`config.mk`:
```
export PLATFORM = sky130hd
export DESIGN_NAME = pareto_fitness_comparator_unit
export DESIGN_NICKNAME = d
export VERILOG_FILES = /design/src/hdl/pfc_pkg.sv /design/src/hdl/pareto_fitness_comparator_unit.sv /design/src/hdl/pfc_divider.sv
export SDC_FILE = /design/constraint.sdc
export NUM_CORES = 2
export LEC_CHECK = 0
export ABC_AREA = 1
export BUFFER_PORTS_ARGS = -buffer_cell sky130_fd_sc_hd__buf_2
export CAP_MARGIN = 20
export CORE_MARGIN = 2
export CORE_UTILIZATION = 65
export DETAILED_ROUTE_END_ITERATION = 12
export PLACE_DENSITY = 0.82
export SLEW_MARGIN = 40
export SYNTH_ARGS = -nofsm -noshare
export SYNTH_HDL_FRONTEND = slang
export SYNTH_SLANG_ARGS = --single-unit
```
`constraint.sdc`:
```
create_clock -name aclk -period 14.6 [get_ports aclk]
set_input_delay 4.38 -clock aclk [delete_from_list [all_inputs] [get_ports aclk]]
set_output_delay 4.38 -clock aclk [all_outputs]
set_load 0.01 [all_outputs]
```
`src/hdl/pfc_pkg.sv`:
```
// Package for the Pareto fitness comparator.
// Holds payload structs and fixed constants; no dependencies.
package pfc_pkg;

    localparam logic [31:0] Q_ONE     = 32'h0001_0000;
    localparam logic [30:0] RATIO_MAX = 31'h7FFF_FFFF;
    localparam int          ADDR_W    = 1;
    localparam logic [ADDR_W-1:0] REG_MASK = 1'b0;

    typedef struct packed {
        logic signed [31:0] value_a;
        logic signed [31:0] value_b;
        logic               strict;
        logic               last_objective;
    } in_req_t;

    typedef struct packed {
        logic signed [31:0] worst_value;
        logic               summary_valid;
        logic               a_dominates;
        logic               a_better_in_one;
        logic [31:0]        distance_epsilon;
        logic [30:0]        ratio_epsilon;
    } out_req_t;

endpackage

```
`src/hdl/pareto_fitness_comparator_unit.sv`:
```
// Pareto fitness comparator: one objective pair per request, summary on the last.
// Each request passes setup, 48 division steps and a fold; the last request also takes 32
// square-root steps. A new request is accepted only once the previous one has left ST_OUT,
// so the single bit-serial divider and root loop never work on two requests at once.
// Reset (aresetn, synchronous, active low) clears the mask and per-vector state.
// Depends on pfc_pkg and pfc_divider.
module pareto_fitness_comparator_unit #(
    parameter int MAX_OBJECTIVES = 8
) (
    input  logic                aclk,
    input  logic                aresetn,
    input  logic                s_valid,
    output logic                s_ready,
    input  pfc_pkg::in_req_t    s_data,
    output logic                m_valid,
    input  logic                m_ready,
    output pfc_pkg::out_req_t   m_data,
    input  logic                psel,
    input  logic                penable,
    input  logic                pwrite,
    input  logic [pfc_pkg::ADDR_W+1:0] paddr,
    input  logic [31:0]         pwdata,
    output logic [31:0]         prdata,
    output logic                pready
);
    localparam logic [2:0] IDX_LAST = 3'(MAX_OBJECTIVES - 1);

    typedef enum logic [2:0] {ST_IDLE, ST_DIV, ST_ROOT, ST_OUT} state_t;

    state_t      state_reg;
    logic [7:0]  mask_reg;
    logic [2:0]  idx_reg;
    logic        worse_reg, sbetter_reg, noworse_reg;
    logic [63:0] sum_reg;
    logic [31:0] ratio_reg;
    pfc_pkg::in_req_t  req_reg;
    pfc_pkg::out_req_t out_reg;
    logic              out_valid_reg;
    logic        worst_b_reg;
    // root loop
    logic [63:0] rx_reg;
    logic [63:0] rres_reg;
    logic [63:0] rbit_reg;

    logic        div_start;
    logic        div_done;
    logic signed [48:0] div_q;

    // The divider latches its operands at the accept edge, straight from the input.
    pfc_divider u_div (
        .aclk    (aclk),
        .aresetn (aresetn),
        .start   (div_start),
        .num     (s_data.value_a),
        .den     (s_data.value_b),
        .done    (div_done),
        .quot    (div_q)
    );

    // Direction compare for the incoming request.
    logic               maximise;
    logic signed [32:0] d;
    logic               b_better, a_sbetter;
    assign maximise  = mask_reg[idx_reg];
    assign d         = 33'(s_data.value_b) - 33'(s_data.value_a);
    assign b_better  = maximise ? (d > 0) : (d < 0);
    assign a_sbetter = maximise ? (d < 0) : (d > 0);

    // Squared difference: one 32x32 multiply on the magnitude.
    logic signed [32:0] diff;
    logic [32:0]        mag;
    logic [63:0]        sq;
    logic [64:0]        sum_add;
    assign diff    = 33'(req_reg.value_a) - 33'(req_reg.value_b);
    assign mag     = diff[32] ? -diff : diff;
    assign sq      = mag[31:0] * mag[31:0];
    logic [63:0] sq_full;
    assign sq_full = mag[32] ? 64'h4000_0000_0000_0000 : sq;
    assign sum_add = {1'b0, sum_reg} + {1'b0, sq_full};

    logic [30:0] q_sat;
    assign q_sat = (div_q > 49'sd2147483647) ? pfc_pkg::RATIO_MAX : div_q[30:0];

    logic [63:0] rtry;
    assign rtry = rres_reg + rbit_reg;

    // Post a finished request once the output register is free or being drained.
    logic out_load;
    assign out_load = (state_reg == ST_OUT) && (!out_valid_reg || m_ready);

    assign s_ready = (state_reg == ST_IDLE);
    assign pready  = 1'b1;
    assign prdata  = {24'd0, mask_reg};
    assign m_valid = out_valid_reg;
    assign m_data  = out_reg;
    assign div_start = (state_reg == ST_IDLE) && s_valid && s_ready;

    always_ff @(posedge aclk) begin
        if (!aresetn) begin
            state_reg     <= ST_IDLE;
            mask_reg      <= '0;
            idx_reg       <= '0;
            worse_reg     <= 1'b0;
            sbetter_reg   <= 1'b0;
            noworse_reg   <= 1'b0;
            sum_reg       <= '0;
            ratio_reg     <= pfc_pkg::Q_ONE;
            out_valid_reg <= 1'b0;
        end else begin
            if (psel && penable && pwrite && paddr[pfc_pkg::ADDR_W+1:2] == pfc_pkg::REG_MASK) begin
                mask_reg <= pwdata[7:0];
            end
            if (out_load) begin
                out_valid_reg <= 1'b1;
            end else if (m_valid && m_ready) begin
                out_valid_reg <= 1'b0;
            end
            unique case (state_reg)
                ST_IDLE: begin
                    if (s_valid && s_ready) begin
                        req_reg     <= s_data;
                        worst_b_reg <= !b_better;
                        if (b_better) worse_reg <= 1'b1;
                        if (a_sbetter) sbetter_reg <= 1'b1;
                        if (!b_better) noworse_reg <= 1'b1;
                        if (idx_reg < IDX_LAST) idx_reg <= idx_reg + 3'd1;
                        state_reg <= ST_DIV;
                    end
                end
                ST_DIV: begin
                    if (div_done) begin
                        // fold in ratio (negative quotients never raise it) and the
                        // saturating square sum
                        if (req_reg.value_b != 0 && !div_q[48] &&
                            {1'b0, q_sat} > ratio_reg) begin
                            ratio_reg <= {1'b0, q_sat};
                        end
                        sum_reg <= sum_add[64] ? '1 : sum_add[63:0];
                        if (req_reg.last_objective) begin
                            rx_reg    <= sum_add[64] ? '1 : sum_add[63:0];
                            rres_reg  <= '0;
                            rbit_reg  <= 64'h4000_0000_0000_0000;
                            state_reg <= ST_ROOT;
                        end else begin
                            state_reg <= ST_OUT;
                        end
                    end
                end
                ST_ROOT: begin
                    // one root digit per cycle
                    if (rx_reg >= rtry) begin
                        rx_reg   <= rx_reg - rtry;
                        rres_reg <= (rres_reg >> 1) + rbit_reg;
                    end else begin
                        rres_reg <= rres_reg >> 1;
                    end
                    rbit_reg <= rbit_reg >> 2;
                    if (rbit_reg == 64'd1) state_reg <= ST_OUT;
                end
                ST_OUT: begin
                    // hold here while the previous result still waits
                    if (out_load) begin
                        out_reg.worst_value <= worst_b_reg ? req_reg.value_b
                                                           : req_reg.value_a;
                        out_reg.summary_valid <= req_reg.last_objective;
                        if (req_reg.last_objective) begin
                            out_reg.a_dominates <= !worse_reg &&
                                                   (!req_reg.strict || sbetter_reg);
                            out_reg.a_better_in_one <= req_reg.strict ? sbetter_reg
                                                                      : noworse_reg;
                            out_reg.distance_epsilon <= worse_reg ? rres_reg[31:0] : '0;
                            out_reg.ratio_epsilon    <= ratio_reg[30:0];
                            // drop per-vector state
                            idx_reg     <= '0;
                            worse_reg   <= 1'b0;
                            sbetter_reg <= 1'b0;
                            noworse_reg <= 1'b0;
                            sum_reg     <= '0;
                            ratio_reg   <= pfc_pkg::Q_ONE;
                        end else begin
                            out_reg.a_dominates      <= 1'b0;
                            out_reg.a_better_in_one  <= 1'b0;
                            out_reg.distance_epsilon <= '0;
                            out_reg.ratio_epsilon    <= '0;
                        end
                        state_reg <= ST_IDLE;
                    end
                end
                default: state_reg <= ST_IDLE;
            endcase
        end
    end
endmodule

```
`src/hdl/pfc_divider.sv`:
```
// Restoring divider, one quotient bit per cycle, for the ratio (a*2^16)/b.
// Depends on nothing but the clock; truncates toward zero. Saturation at RATIO_MAX is done by the comparator unit.
module pfc_divider (
    input  logic               aclk,
    input  logic               aresetn,
    input  logic               start,
    input  logic signed [31:0] num,
    input  logic signed [31:0] den,
    output logic               done,
    output logic signed [48:0] quot
);
    logic [47:0] dividend_reg, dividend_next;
    logic [31:0] divisor_reg, divisor_next;
    logic [32:0] rem_reg, rem_next;
    logic [47:0] q_reg, q_next;
    logic [5:0]  cnt_reg, cnt_next;
    logic        busy_reg, busy_next;
    logic        neg_reg, neg_next;
    logic        done_reg, done_next;
    logic [32:0] shifted;
    logic [32:0] trial;
    logic [31:0] mag_a;
    logic [31:0] mag_b;

    assign mag_a = num[31] ? (~num + 32'd1) : num;
    assign mag_b = den[31] ? (~den + 32'd1) : den;
    assign shifted = {rem_reg[31:0], dividend_reg[47]};
    assign trial = shifted - {1'b0, divisor_reg};

    always_comb begin
        dividend_next = dividend_reg;
        divisor_next  = divisor_reg;
        rem_next      = rem_reg;
        q_next        = q_reg;
        cnt_next      = cnt_reg;
        busy_next     = busy_reg;
        neg_next      = neg_reg;
        done_next     = 1'b0;
        if (start) begin
            dividend_next = {mag_a, 16'd0};
            divisor_next  = mag_b;
            rem_next      = '0;
            q_next        = '0;
            cnt_next      = 6'd48;
            busy_next     = 1'b1;
            neg_next      = num[31] ^ den[31];
        end else if (busy_reg) begin
            dividend_next = {dividend_reg[46:0], 1'b0};
            if (!trial[32]) begin
                rem_next = trial;
                q_next   = {q_reg[46:0], 1'b1};
            end else begin
                rem_next = shifted;
                q_next   = {q_reg[46:0], 1'b0};
            end
            cnt_next = cnt_reg - 6'd1;
            if (cnt_reg == 6'd1) begin
                busy_next = 1'b0;
                done_next = 1'b1;
            end
        end
    end

    always_ff @(posedge aclk) begin
        if (!aresetn) begin
            busy_reg <= 1'b0;
            done_reg <= 1'b0;
            cnt_reg  <= '0;
        end else begin
            busy_reg <= busy_next;
            done_reg <= done_next;
            cnt_reg  <= cnt_next;
        end
        dividend_reg <= dividend_next;
        divisor_reg  <= divisor_next;
        rem_reg      <= rem_next;
        q_reg        <= q_next;
        neg_reg      <= neg_next;
    end

    assign done = done_reg;
    assign quot = neg_reg ? -$signed({1'b0, q_reg}) : $signed({1'b0, q_reg});
endmodule

```
# Yosys cells after proc, flatten, opt, wreduce, memory -nomap -nowiden
# Index checks and enable logic that the tools add are counted.
# totals
regBits,624
in_bits,108
out_inout_bits,133
wordCells,181
# op_classes
add_sub_neg,13
multipliers,1
order_cmp,7
n_eq_ne,17
n_mux,66
bitwise_logic,6
reduce_logical,38
# ops
op,count
64-bit 2-to-1 mux,12
64-bit case mux with 2 select lines,4
32-bit 2-to-1 mux,7
48-bit 2-to-1 mux,2
32-bit by 32-bit subtractor with 33-bit output,2
64-bit by 64-bit adder with 65-bit output,1
32-bit by 1-bit adder with 32-bit output (second input constant),2
63-bit by 64-bit adder with 64-bit output,1
64-bit adder,1
64-bit by 1-bit equality test with 1-bit output (second input constant),1
64-bit >= comparator,1
32-bit by 32-bit multiplier with 64-bit output,1
32-bit NOT,2
32-bit case mux with 2 select lines,1
64-bit subtractor,1
31-bit 2-to-1 mux,2
49-bit by 32-bit > comparator with 1-bit output (second input constant),1
49-bit 2-to-1 mux,1
48-bit negator with 49-bit output,1
33-bit by 1-bit > comparator with 1-bit output (second input constant),1
33-bit by 1-bit < comparator with 1-bit output (second input constant),1
33-bit 2-to-1 mux,1
33-bit negator,1
33-bit by 32-bit subtractor with 33-bit output,1
other kinds (31),99

# Longest topological paths before layout
# depth
word_depth,10
mapped_depth,71
depth_no_buf,70

# By module
# From an unflattened synthesis, not the netlist that was laid out.
# unflattened
cells_unflattened,10837
hier_area_um2,78874.4
# by_module_without_submodules
mod,instances,cells_per_inst,area_per_inst_um2,seq_area_each_um2
pareto_fitness_comparator_unit,1,9110,67671.2,12001.5
pfc_divider,1,1727,11203.2,3713.6

# Least setup slack after synthesis
# Ideal clock, no wire load.
# synth_timing
kind,input to register
startpoint,in aresetn
endpoint,"reg out_reg, in the netlist m_data[0] (enable)"
setup_ns,0.674
arrival_time_ns,11.332
required_ns,13.926
slack_ns,2.594
path_stages,3
path_buffers,1
path_cell_list,inv_2 > clkbuf_1 > nor3_1
# synth_via
elab_chain_cells,1
# synth_lines
item,line_no,rtl
from (decl),pareto_fitness_comparator_unit.sv:11,"input logic aresetn,"
3-bit AND reduction (no line),-,
to (decl),pareto_fitness_comparator_unit.sv:37,pfc_pkg::out_req_t out_reg;
# No other way between the ends.
# A chain may end at the register's enable or synchronous reset.

# Worst setup path in the final report
# layout_timing
startpoint,reg req_reg[2] (netlist name)
endpoint,"reg rx_reg[52], data pin"
# layout_via
elab_chain_cells,10
# layout_lines
item,line_no,rtl
from (decl),pareto_fitness_comparator_unit.sv:36,pfc_pkg::in_req_t req_reg;
from (signal assigned),pareto_fitness_comparator_unit.sv:121,req_reg <= s_data;
32-bit by 32-bit subtractor with 33-bit output (*),pareto_fitness_comparator_unit.sv:74,assign diff = 33'(req_reg.value_a) - 33'(req_reg.value_b);
33-bit negator,pareto_fitness_comparator_unit.sv:75,assign mag = diff[32] ? -diff : diff;
33-bit 2-to-1 mux (*),pareto_fitness_comparator_unit.sv:75,
32-bit by 32-bit multiplier with 64-bit output,pareto_fitness_comparator_unit.sv:76,assign sq = mag[31:0] * mag[31:0];
64-bit 2-to-1 mux (*),pareto_fitness_comparator_unit.sv:78,assign sq_full = mag[32] ? 64'h4000_0000_0000_0000 : sq;
64-bit by 64-bit adder with 65-bit output (*),pareto_fitness_comparator_unit.sv:79,"assign sum_add = {1'b0, sum_reg} + {1'b0, sq_full};"
64-bit 2-to-1 mux (*),pareto_fitness_comparator_unit.sv:140,rx_reg <= sum_add[64] ? '1 : sum_add[63:0];
64-bit 2-to-1 mux (*),pareto_fitness_comparator_unit.sv:139,if (req_reg.last_objective) begin
64-bit 2-to-1 mux (*),pareto_fitness_comparator_unit.sv:131,if (div_done) begin
64-bit case mux with 2 select lines (*),pareto_fitness_comparator_unit.sv:118,unique case (state_reg)
to (signal assigned),pareto_fitness_comparator_unit.sv:140,
to (signal assigned),pareto_fitness_comparator_unit.sv:152,rx_reg <= rx_reg - rtry;
to (decl),pareto_fitness_comparator_unit.sv:41,logic [63:0] rx_reg;
# Every way passes the cells marked *; elsewhere a longest branch is shown, timed or not. The select of a mux whose other input is x is not followed.

==> flow_summary_export.csv <==
group,metric,value,unit
placed_design,gp_routability_congestion,1.03,
floorplan,design.core.area,120000,um^2
grt,track_usage,39.2,%
sta,grt_setup_unrepaired,"no",
sta,slew_viol_final,0,
synthesis,netlist.area_leader.share,20.5,%
critical_path,worstSetupStartpointType,"register",
sta,skew,0.0250,ns
routing,post-route-drc-count,0,
sta,worst_pin_slew,0.898,ns
sta,setup_viol,0,
synthesis,synth.largest_area_cell,"fa_1",
hold_path,hold-path-cell-count,2,
critical_path,critPathMaxFanout,26,
clock_network,post_cts_buffers,0,
final_layout,largest_register_ffs,98,
grt,globalRouteOverflowTotal,0,
sta,fmax,0.0724,GHz
critical_path,worstSetupPathType,"register to register",
grt,grt_first_pass_wirelength,377000,um
floorplan,fp.dieArea,123000,um^2
routing,wl_cell,19.5,um
grt,grt_start_max_net_pins,86,
placed_design,port_buffers,189,
synthesis,yosysSeqAreaShare,20.1,%
synthesis,synthTopCellsByCount,"inv_1, nand2_1, nor2_1",
critical_path,worst_setup_path_end_kind,"register",
grt,antenna_found_initial,6,
floorplan,floorplan.initialDensity,65.3,%
critical_path,rr_startpoint,"req_reg[2]$_DFFE_PP_",
floorplan,floorplan.rows,127,
clock_network,cts-htree-levels,3,
synthesis,synth_enable_flop_cells,390,
synthesis,syn_inst,10600,
floorplan,die_height,351,um
routing,drt.antenna.violating_nets,0,
routing,drt_iter0_markers,7199,
outcome,run_status,"completed",
grt,grt_pass1_vias,71400,
sta,post-route-min-period,13.81,ns
critical_path,r2r_slack,0.79,ns
final_layout,layout_overhead_on_the_synthesized_area,6.60,%
clock_network,clkTransAtPathRegs,0.06,ns
hold_path,worstHoldPathType,"register to register",
sta,relSlewSlack,39.8,%
clock_network,clkLatencyLatePin,0.66,ns
final_layout,final_nets,12300,
critical_path,arrival,14.17,ns
placed_design,hpwlAfterDp,194000,um
floorplan,design.portCount,241,
critical_path,path_common_cell,"inv_1",
synthesis,synth.ff_latch_count,590,
final_layout,drive_above_1_share,5.65,%
synthesis,post_synth_instance_area,78200,um^2
routing,vias_per_cell,5.80,
clock_network,clock-root-buffer,"clkbuf_16",
flow_run,cap_violations,0,
routing,detailroute.via_count,72000,
synthesis,ys.warnings.count,0,
critical_path,reg2regPathDepth,55,
critical_path,required,14.96,ns
routing,drt_pass1_iterations,6,
synthesis,per_instance_average_area_after_synthesis,7.36,um^2
clock_network,cts_repair_resize_count,0,
clock_network,numCtsBuffers,70,
clock_network,cts_tree,"yes",
sta,report.final.hold_viol_count,0,
synthesis,synth_most_common_cell,"inv_1",
synthesis,synth-async-reset-ratio,0,%
sta,min_period_over_period,94.6,%
synthesis,number_of_distinct_standard_cells_referenced_by_the_synthesized_netlist,68,
clock_network,cts_buffer_depth,3,
hold_path,hold_start,"sum_reg[42]$_SDFFE_PN0P_",
synthesis,synthFlopType,"edfxtp_1",
sta,timing.setup.tns,0,ns
clock_network,clock_sink_count,590,
clock_network,cts_hold_repair.buffers,0,
routing,routed_wl,242000,um
hold_path,timing.hold.worst_endpoint,"sum_reg[42]$_SDFFE_PN0P_",
critical_path,worst_path_largest_cell_delay,0.67,ns
critical_path,timing.critical_path.slowest_stage_cell,"fa_1",
critical_path,reg2reg_to,"rx_reg[52]$_DFFE_PP_",
synthesis,post_synth_main_area_contributors,"fa_1, edfxtp_1, inv_1",
floorplan,die_width,351,um
critical path, delay by kind of cell (launching register included):
family	cells	cell delay [ns]
fa+ha+maj	11	5.22
compound gates	7	1.37
buf+inv	13	2.70
simple gates	24	3.75
flops	1	0.42
worst max-delay path by stage:
stage / startpoint / end / depth (start not counted)
finish: req_reg[2]$_DFFE_PP_ / rx_reg[52]$_DFFE_PP_ / 55
global route: req_reg[2]$_DFFE_PP_ / rx_reg[52]$_DFFE_PP_ / 54
CTS: req_reg[2]$_DFFE_PP_ / rx_reg[52]$_DFFE_PP_ / 55
detailed placement: req_reg[2]$_DFFE_PP_ / rx_reg[52]$_DFFE_PP_ / 55
global placement: req_reg[2]$_DFFE_PP_ / rx_reg[52]$_DFFE_PP_ / 58
floorplan: aresetn / m_data[0]$_SDFFCE_PN0P_ / 3
layout make-up:
type,instances,area [um^2]
fillers,10100,36300
clock inverters,42,528
multi-input cells,7503,52800
well taps,1612,2020
flip-flops and latches,590,15700
inverters,2309,8680
diodes,2,5.00
clock buffers,86,1900
repair buffers,275,1680
per-layer routing:
layer  track usage, %  vias up  share of wire, %
met1             49.0    33800                38
li1                 -    33600                 -
met3             9.41      823                10
met2             63.6     3759                46
met5            0.589        -             0.078
met4             20.0       10               5.8
placed cells by master, fill, tap and decap left out, types with 10 or more instances in the layout:
cell | Yosys | routed
a211oi_1 | 10 | 10
a21boi_0 | 12 | 12
a21o_1 | 45 | 45
a21oi_1 | 654 | 653
a221oi_1 | 11 | 11
a31oi_1 | 88 | 88
and3_1 | 11 | 11
buf_2 | 62 | 189
buf_4 | 37 | 76
clkbuf_16 | 0 | 72
clkinv_1 | 5 | 13
clkinv_2 | 0 | 16
conb_1 | 2 | 25
dfxtp_1 | 200 | 200
edfxtp_1 | 390 | 390
fa_1 | 799 | 799
ha_1 | 619 | 618
inv_1 | 2264 | 2258
inv_2 | 38 | 40
nand2_1 | 2210 | 2208
nand2_2 | 16 | 18
nand3_1 | 396 | 395
nand3b_1 | 19 | 19
nand4_1 | 69 | 69
nor2_1 | 1118 | 1114
nor2_2 | 35 | 37
nor3_1 | 138 | 135
nor4_1 | 58 | 57
o211ai_1 | 32 | 32
o21a_1 | 31 | 31
o21ai_0 | 472 | 471
o21ai_1 | 15 | 16
o21bai_1 | 33 | 33
o22ai_1 | 77 | 77
o31ai_1 | 13 | 13
or2_2 | 82 | 82
xnor2_1 | 112 | 112
xor2_1 | 227 | 225
cells by family (layout without fill, tap and decap cells):
family / after synthesis / in the layout / share of synthesized area [%]
simple gates: 4179 / 4179 / 22.1
xor+xnor: 345 / 345 / 3.95
fa+ha+maj: 1418 / 1418 / 30.4
other cells: 2 / 27 / 0.00961
flops: 590 / 590 / 20.1
buf+inv: 2548 / 2712 / 12.6
compound gates: 1536 / 1536 / 10.9
per-stage QoR:
step           cell area (um^2)  utilization (%)  setup slack (ns)  std cells  hold slack, ns
4_1_cts                   83300             69.6              1.11      12400           0.472
6_report                  83300             69.6             0.786      12400           0.472
3_5_place_dp              80800             67.6              1.22      12300           0.463
3_3_place_gp              80800             67.5              1.38      12300           0.458
5_1_grt                   83300             69.6            0.0921      12400           0.487
2_1_floorplan             78200                -              2.59      10600           0.424
Power is left out: the tool's default activity adds up to more than one toggle a clock period on the data nets, which glitch-free logic cannot reach.
